===== config.mk =====
export PLATFORM = sky130hd
export DESIGN_NAME = keyed_reference_count_table_top
export DESIGN_NICKNAME = d
export VERILOG_FILES = /design/src/krct_pkg.sv /design/src/krct_ram.sv /design/src/krct_ctrl.sv /design/src/keyed_reference_count_table_top.sv
export VERILOG_INCLUDE_DIRS = /design/src /design/src/src
export SDC_FILE = /design/constraint.sdc
export NUM_CORES = 2
export LEC_CHECK = 0
export ABC_AREA = 1
export BUFFER_PORTS_ARGS = -buffer_cell sky130_fd_sc_hd__buf_2
export CORE_ASPECT_RATIO = 1.2
export CORE_MARGIN = 10
export CORE_UTILIZATION = 50
export CTS_CLUSTER_SIZE = 14
export DETAILED_ROUTE_END_ITERATION = 10
export PLACE_DENSITY = 0.75
export SLEW_MARGIN = 20
export SYNTH_ARGS = -nofsm -noshare
export SYNTH_HDL_FRONTEND = slang
export SYNTH_SLANG_ARGS = --single-unit

===== constraint.sdc =====
create_clock -name clk -period 8.7 [get_ports clk]
set_clock_uncertainty 0.05 [all_clocks]
set_input_delay 1.74 -clock clk [delete_from_list [all_inputs] [get_ports clk]]
set_output_delay 1.74 -clock clk [all_outputs]
set_load 0.05 [all_outputs]

===== src/keyed_reference_count_table_top_assert.svh =====
// Assertion macros for the keyed reference count table.
`ifndef KEYED_REFERENCE_COUNT_TABLE_TOP_ASSERT_SVH
`define KEYED_REFERENCE_COUNT_TABLE_TOP_ASSERT_SVH

`ifndef SYNTHESIS
`define KRCT_ASSERT_IMP(lbl, ante, cons) \
  lbl: assert property (@(posedge clk) disable iff (!rst_n) (ante) |-> (cons)) \
    else $error("assertion failed");
`define KRCT_ASSERT_NXT(lbl, ante, cons) \
  lbl: assert property (@(posedge clk) disable iff (!rst_n) (ante) |=> (cons)) \
    else $error("assertion failed");
`else
`define KRCT_ASSERT_IMP(lbl, ante, cons)
`define KRCT_ASSERT_NXT(lbl, ante, cons)
`endif

`endif


===== src/krct_pkg.sv =====
// Package: sizes, codes and payload types of the keyed reference count table.
package krct_pkg;

  localparam int ENTRIES = 16;
  localparam int IDX_W   = (ENTRIES > 1) ? $clog2(ENTRIES) : 1;
  localparam int SCN_W   = $clog2(ENTRIES + 1);
  localparam int KEY_W   = 48;
  localparam int COUNT_W = 32;
  localparam logic [COUNT_W-1:0] COUNT_MAX = '1;

  typedef enum logic [1:0] {
    REQ_INC = 2'd0,
    REQ_DEC = 2'd1,
    REQ_QRY = 2'd2,
    REQ_RSV = 2'd3
  } req_t;

  typedef enum logic [2:0] {
    S_IDLE,
    S_SCAN,
    S_RDC,
    S_UPD,
    S_SEND
  } state_t;

  typedef struct packed {
    logic [1:0]       req_type;
    logic [KEY_W-1:0] obj_key;
  } in_t;

  typedef struct packed {
    logic [COUNT_W-1:0] ref_count;
    logic               table_full;
  } out_t;

endpackage


===== src/krct_ram.sv =====
// Generic one-write, one-read synchronous RAM with registered read data.
module krct_ram #(
  parameter int W = 8,
  parameter int D = 16,
  localparam int AW = (D > 1) ? $clog2(D) : 1
) (
  input  logic          clk,
  input  logic          we,
  input  logic [AW-1:0] waddr,
  input  logic [W-1:0]  wdata,
  input  logic [AW-1:0] raddr,
  output logic [W-1:0]  rdata
);

  logic [W-1:0] mem [D];

  always_ff @(posedge clk) begin
    if (we) begin
      mem[waddr] <= wdata;
    end
  end

  always_ff @(posedge clk) begin
    rdata <= mem[raddr];
  end

endmodule


===== src/krct_ctrl.sv =====
// Request sequencer: key scan, count read-modify-write and valid bits.
module krct_ctrl import krct_pkg::*; (
  input  logic               clk,
  input  logic               rst_n,
  input  logic               in_valid,
  input  in_t                in_data,
  output logic               in_stall,
  input  logic [KEY_W-1:0]   key_rd,
  input  logic [COUNT_W-1:0] cnt_rd,
  output logic [IDX_W-1:0]   key_raddr,
  output logic [IDX_W-1:0]   cnt_raddr,
  output logic [IDX_W-1:0]   wr_idx,
  output logic               key_we,
  output logic [KEY_W-1:0]   key_wdata,
  output logic               cnt_we,
  output logic [COUNT_W-1:0] cnt_wdata,
  input  logic               out_free,
  output logic               res_valid,
  output out_t               res
);

  state_t state_r, state_nxt;

  logic [ENTRIES-1:0] valid_r, valid_nxt;
  logic               cmp_pend_r, cmp_pend_nxt;
  logic               hit_r, hit_nxt;
  logic               free_fnd_r, free_fnd_nxt;
  logic [SCN_W-1:0]   idx_r, idx_nxt;
  logic [IDX_W-1:0]   cmp_idx_r, cmp_idx_nxt;
  logic [IDX_W-1:0]   hit_idx_r, hit_idx_nxt;
  logic [IDX_W-1:0]   free_idx_r, free_idx_nxt;
  logic [1:0]         req_r, req_nxt;
  logic [KEY_W-1:0]   key_r, key_nxt;
  out_t               res_r, res_nxt;

  logic               accept;
  logic               scan_issue;
  logic [IDX_W-1:0]   scan_idx;
  logic               key_nz;
  logic               upd_cnt_we;
  logic               upd_key_we;
  logic               upd_set;
  logic               upd_clr;
  logic [IDX_W-1:0]   upd_idx;
  logic [COUNT_W-1:0] upd_cnt;
  out_t               upd_res;

  assign accept     = in_valid && !in_stall;
  assign scan_idx   = idx_r[IDX_W-1:0];
  assign scan_issue = (state_r == S_SCAN) && (idx_r != SCN_W'(ENTRIES));
  assign key_nz     = (key_r != '0);

  // next state
  always_comb begin
    state_nxt = state_r;
    case (state_r)
      S_IDLE: begin
        if (in_valid) begin
          state_nxt = S_SCAN;
        end
      end
      S_SCAN: begin
        if (!scan_issue && !cmp_pend_r) begin
          state_nxt = S_RDC;
        end
      end
      S_RDC:  state_nxt = S_UPD;
      S_UPD:  state_nxt = S_SEND;
      S_SEND: begin
        if (out_free) begin
          state_nxt = S_IDLE;
        end
      end
      default: state_nxt = S_IDLE;
    endcase
  end

  // update decision for the request once the count is read
  always_comb begin
    upd_cnt_we = 1'b0;
    upd_key_we = 1'b0;
    upd_set    = 1'b0;
    upd_clr    = 1'b0;
    upd_idx    = hit_idx_r;
    upd_cnt    = cnt_rd;
    upd_res    = '0;
    case (req_r)
      REQ_INC: begin
        if (hit_r) begin
          upd_cnt_we = 1'b1;
          upd_cnt    = (cnt_rd == COUNT_MAX) ? cnt_rd : cnt_rd + COUNT_W'(1);
          upd_res.ref_count = upd_cnt;
        end else if (key_nz && free_fnd_r) begin
          upd_cnt_we = 1'b1;
          upd_key_we = 1'b1;
          upd_set    = 1'b1;
          upd_idx    = free_idx_r;
          upd_cnt    = COUNT_W'(1);
          upd_res.ref_count = COUNT_W'(1);
        end else if (key_nz) begin
          upd_res.table_full = 1'b1;
        end
      end
      REQ_DEC: begin
        if (hit_r) begin
          upd_cnt_we = 1'b1;
          upd_cnt    = (cnt_rd != '0) ? cnt_rd - COUNT_W'(1) : '0;
          upd_clr    = (upd_cnt == '0);
          upd_res.ref_count = upd_cnt;
        end
      end
      REQ_QRY: begin
        if (hit_r) begin
          upd_res.ref_count = cnt_rd;
        end
      end
      default: upd_res = '0;
    endcase
  end

  // outputs
  always_comb begin
    in_stall  = (state_r != S_IDLE);
    key_raddr = scan_idx;
    cnt_raddr = hit_idx_r;
    wr_idx    = upd_idx;
    key_we    = (state_r == S_UPD) && upd_key_we;
    key_wdata = key_r;
    cnt_we    = (state_r == S_UPD) && upd_cnt_we;
    cnt_wdata = upd_cnt;
    res_valid = (state_r == S_SEND);
    res       = res_r;
  end

  // datapath next values
  always_comb begin
    valid_nxt    = valid_r;
    cmp_pend_nxt = scan_issue;
    hit_nxt      = hit_r;
    free_fnd_nxt = free_fnd_r;
    idx_nxt      = idx_r;
    cmp_idx_nxt  = scan_idx;
    hit_idx_nxt  = hit_idx_r;
    free_idx_nxt = free_idx_r;
    req_nxt      = req_r;
    key_nxt      = key_r;
    res_nxt      = res_r;
    if (accept) begin
      idx_nxt      = '0;
      hit_nxt      = 1'b0;
      free_fnd_nxt = 1'b0;
      req_nxt      = in_data.req_type;
      key_nxt      = in_data.obj_key;
    end
    if (scan_issue) begin
      idx_nxt = idx_r + SCN_W'(1);
      if (!valid_r[scan_idx] && !free_fnd_r) begin
        free_fnd_nxt = 1'b1;
        free_idx_nxt = scan_idx;
      end
    end
    if (cmp_pend_r && !hit_r && valid_r[cmp_idx_r] && key_nz && (key_rd == key_r)) begin
      hit_nxt     = 1'b1;
      hit_idx_nxt = cmp_idx_r;
    end
    if (state_r == S_UPD) begin
      res_nxt = upd_res;
      if (upd_set) begin
        valid_nxt[upd_idx] = 1'b1;
      end
      if (upd_clr) begin
        valid_nxt[upd_idx] = 1'b0;
      end
    end
  end

  always_ff @(posedge clk) begin
    if (!rst_n) begin
      state_r    <= S_IDLE;
      valid_r    <= '0;
      cmp_pend_r <= 1'b0;
    end else begin
      state_r    <= state_nxt;
      valid_r    <= valid_nxt;
      cmp_pend_r <= cmp_pend_nxt;
    end
  end

  always_ff @(posedge clk) begin
    hit_r      <= hit_nxt;
    free_fnd_r <= free_fnd_nxt;
    idx_r      <= idx_nxt;
    cmp_idx_r  <= cmp_idx_nxt;
    hit_idx_r  <= hit_idx_nxt;
    free_idx_r <= free_idx_nxt;
    req_r      <= req_nxt;
    key_r      <= key_nxt;
    res_r      <= res_nxt;
  end

endmodule


===== src/keyed_reference_count_table_top.sv =====
// Top level of the keyed reference count table: key and count RAMs, sequencer, output register.
// An input transfer starts a key RAM scan at one entry per cycle, then a compare drain, the
// count read, the count and key update, and the result send into the output register.
// One request is in flight at a time; the result register lets the next request
// start while a result waits on out_stall.
// Synchronous active-low reset clears the valid bits, sequencer and output valid.
`include "keyed_reference_count_table_top_assert.svh"
module keyed_reference_count_table_top import krct_pkg::*; (
  input  logic clk,
  input  logic rst_n,
  input  logic in_valid,
  input  in_t  in_data,
  output logic in_stall,
  output logic out_valid,
  output out_t out_data,
  input  logic out_stall
);

  logic [KEY_W-1:0]   key_rd;
  logic [COUNT_W-1:0] cnt_rd;
  logic [IDX_W-1:0]   key_raddr;
  logic [IDX_W-1:0]   cnt_raddr;
  logic [IDX_W-1:0]   wr_idx;
  logic               key_we;
  logic [KEY_W-1:0]   key_wdata;
  logic               cnt_we;
  logic [COUNT_W-1:0] cnt_wdata;
  logic               out_free;
  logic               res_valid;
  out_t               res;

  logic out_valid_r, out_valid_nxt;
  out_t out_data_r, out_data_nxt;

  krct_ram #(.W(KEY_W), .D(ENTRIES)) u_key_ram (
    .clk   (clk),
    .we    (key_we),
    .waddr (wr_idx),
    .wdata (key_wdata),
    .raddr (key_raddr),
    .rdata (key_rd)
  );

  krct_ram #(.W(COUNT_W), .D(ENTRIES)) u_cnt_ram (
    .clk   (clk),
    .we    (cnt_we),
    .waddr (wr_idx),
    .wdata (cnt_wdata),
    .raddr (cnt_raddr),
    .rdata (cnt_rd)
  );

  krct_ctrl u_ctrl (
    .clk       (clk),
    .rst_n     (rst_n),
    .in_valid  (in_valid),
    .in_data   (in_data),
    .in_stall  (in_stall),
    .key_rd    (key_rd),
    .cnt_rd    (cnt_rd),
    .key_raddr (key_raddr),
    .cnt_raddr (cnt_raddr),
    .wr_idx    (wr_idx),
    .key_we    (key_we),
    .key_wdata (key_wdata),
    .cnt_we    (cnt_we),
    .cnt_wdata (cnt_wdata),
    .out_free  (out_free),
    .res_valid (res_valid),
    .res       (res)
  );

  assign out_free = !out_valid_r || !out_stall;

  always_comb begin
    out_valid_nxt = out_valid_r;
    out_data_nxt  = out_data_r;
    if (out_free) begin
      out_valid_nxt = res_valid;
      if (res_valid) begin
        out_data_nxt = res;
      end
    end
  end

  always_ff @(posedge clk) begin
    if (!rst_n) begin
      out_valid_r <= 1'b0;
    end else begin
      out_valid_r <= out_valid_nxt;
    end
  end

  always_ff @(posedge clk) begin
    out_data_r <= out_data_nxt;
  end

  assign out_valid = out_valid_r;
  assign out_data  = out_data_r;

  `KRCT_ASSERT_NXT(a_busy_after_accept, in_valid && !in_stall, in_stall)
  `KRCT_ASSERT_NXT(a_result_held, res_valid && !out_free, res_valid)
  `KRCT_ASSERT_IMP(a_full_zero_count, out_valid && out_data.table_full, out_data.ref_count == '0)
  `KRCT_ASSERT_IMP(a_no_result_while_idle, res_valid, in_stall)

endmodule


==> metrics.csv <==
metric;value;unit
setup_tns;0;ns
post-place-cells;6383;
yosys-top-cells-area;edfxtp_1 (69%), o21ai_0 (5.6%), nor2_1 (5.0%), dfxtp_1 (3.5%), nand2_1 (2.7%);
synthArstFlopShare;0;
clock_latency;0.76;ns
r2r-start;u_ctrl.req_r[1];
grtUsageTotal;0.2288;
crit_path_start;u_ctrl.req_r[1];
grt_max_degree;257;
synth_fp_nets;4941;
hold_violations;0;
crit_fanout;32;
initial_core_util;0.5025;
clk_pin_slew_worst_paths;0.06;ns
antenna_found_initial;9;
tightest_slew;1.300;ns
setup_ws;3.885;ns
required;9.02;ns
dp_hpwl;87460;um
drtIter0Drc;4985;
finish.instance_area;67700;sq um
rows;140;
root_buffer;clkbuf_16;
critPathCaptureType;flip-flop;
port-buffer-count;88;
p_sw_frac;0.2625;
synth.avg_cell_area;12.48;sq um
timing.rr.end;u_key_ram.mem[10][40];
path_cells;nor2_1 -> inv_1 -> nor2_1 -> nand4_1 -> nand2_1 -> nand3_1 -> nor2_1 -> nand2_1 -> inv_2 -> buf_4;
cts-buffers-inserted;149;
crit_top_cell;nor2_1;
clock_path_buffers;3;
layout_common_cells;edfxtp_1 (1409), nor2_1 (799), o21ai_0 (686);
worst_hold_path_type;reg2reg;
layout_commonest_cell;edfxtp_1;
stdcell_count;6665;
holdWs;0.3678;ns
rsz0062_at_grt;no;
worstPathArrival;5.14;ns
power.density;247.2;nW/um^2
path_class;reg2reg;
grt-ovfl-total;0;
grt_pass1_vias;39160;
cts_tree;yes;
worstSetupStartpointType;flip-flop;
die_x;338.6;um
maxCapViolCount;0;
maxSlewHeadroom;0.1333;
power.switching;4.394;mW
via_per_inst;6.136;
ys_seq_elements;1516;
p_int;12.34;mW
core_area;121200;sq um
fin_crit;4.815;ns
fin_util;0.5585;
yosysTopAreaCell;edfxtp_1;
yosysTopAreaCellShare;0.6947;
cts.sinks;1516;
slew_violations;0;
grt_pass1_wl;238800;um
p_comb_frac;0.127;
cts_resized;0;
synthCells;4882;
dr.pass1.iters;6;
synth_area;60910;sq um
final.fill_count;9589;
seqPwrFrac;0.506;
hold_buffers;0;
period_share;0.5535;
yosysUniqueCellTypes;48;
routed_wl;162200;um
gp_congestion;0.9888;
die_area;136200;sq um
ys_seq_area_frac;0.7298;
setup_violations;0;
crit_slowest_cell;nor2_1;
final_net_count;4968;
p_leak;22.28;nW
ff2ff_setup_slack;3.88;ns
peakVddDrop;0.2250;mV
synth_edf_count;1409;
drc;0;
cpPeakStageDelay;0.73;ns
h-tree-depth;4;
rr_worst_depth;10;
wl_per_cell;24.33;um
status;complete, no violations;
ant_nets;0;
ys_warn_count;0;
cts_setup_buffers;0;
placed_cell_area;62970;sq um
endpoint;u_key_ram.mem[10][40];
synth_ff_type;edfxtp_1;
vias;40890;
areaGrowthSynthToFinish;11.16;%
totalPowerFinal;16.74;mW
pwr-share-clk;0.368;
clock.fmax;0.2077;GHz
ioPinCount;89;
die_h;402.3;um
post-place-ws;4.092;ns
drive_gt1_frac;0.1042;
[sequential cells by signal (all words and copies together), names as in the netlist]
signal	cells
u_cnt_ram.rdata	32
u_ctrl.valid_r	16
out_valid	1
u_ctrl.hit_r	1
u_ctrl.idx_r	5
u_ctrl.cmp_pend_r	1
u_ctrl.cnt_raddr	4
u_ctrl.free_idx_r	4
u_cnt_ram.mem	512
u_key_ram.rdata	48
u_ctrl.req_r	2
u_ctrl.res	33
out_data	33
u_ctrl.state_r	3
u_ctrl.cmp_idx_r	4
u_key_ram.mem	768
u_ctrl.free_fnd_r	1
u_ctrl.key_wdata	48
[power by group through the flow]
stage / logic, mW / registers (mW) / clock network (mW)
5_1_grt: 2.30 / 8.48 / 6.51
4_1_cts: 2.08 / 8.46 / 6.22
3_5_place_dp: 2.06 / 8.61 / 0
2_1_floorplan: 1.39 / 8.52 / 0
6_report: 2.12 / 8.46 / 6.16
3_3_place_gp: 2.01 / 8.60 / 0
[synth_stat cells, types with 48 or more instances]
cell      number
nand3_1      229
o22ai_1      148
edfxtp_1    1409
inv_1        173
o21ai_0      687
o221ai_1     180
nand4_1       58
nor2_1       804
nand2_1      437
clkbuf_1     260
o211ai_1      89
dfxtp_1      107
nor3_1        48
[kinds of logic after synthesis]
logic type               count (synthesis)  share of synthesized area
flip-flops                            1516                     0.7298
XOR/XNOR                                36                   0.005177
adder cells (fa/ha/maj)                  5                   0.001027
multiplexers                             1                  0.0001643
buffers and inverters                  492                    0.03186
AND/OR/NAND/NOR                       1675                     0.1177
AO/OA/AOI/OAI                         1157                     0.1142
[routing by layer]
layer	track usage	vias to the layer above	share of wire
li1	-	18100	-
met1	0.2805	19820	0.36
met2	0.3839	2444	0.49
met3	0.03532	526	0.089
met4	0.1330	2	0.061
met5	0	-	0.000062
[critical path: cells and delay by family, from the launching register on]
kind,cells,cell delay (ns)
flops,1,0.56
simple gates,7,2.45
buf+inv,3,1.32
[how the worst min path moves through the flow]
stage / startpoint / end / slack, ns / depth (start not counted)
after floorplan: u_ctrl.idx_r[3] / u_ctrl.cmp_idx_r[3] / 0.31 / 0
after global placement: u_ctrl.res[10] / out_data[10] / 0.35 / 0
after detailed placement: u_ctrl.res[23] / out_data[23] / 0.35 / 0
after CTS: u_ctrl.res[28] / out_data[28] / 0.37 / 0
after global routing: u_ctrl.res[29] / out_data[29] / 0.38 / 0
final: u_ctrl.res[28] / out_data[28] / 0.37 / 0
[layout make-up]
class	instances	area (sq um)	share of cell area
Antenna cell	1	2.502	0.00003696
Clock buffer	200	4075	0.06019
Clock inverter	73	598.1	0.008834
Inverter	192	742.0	0.01096
Multi-Input combinational cell	2874	14640	0.2163
Sequential cell	1516	44450	0.6566
Tap cell	1633	2043	0.03018
Timing Repair Buffer	176	1149	0.01697
No activity file was read; power rests on OpenSTA's default activity.
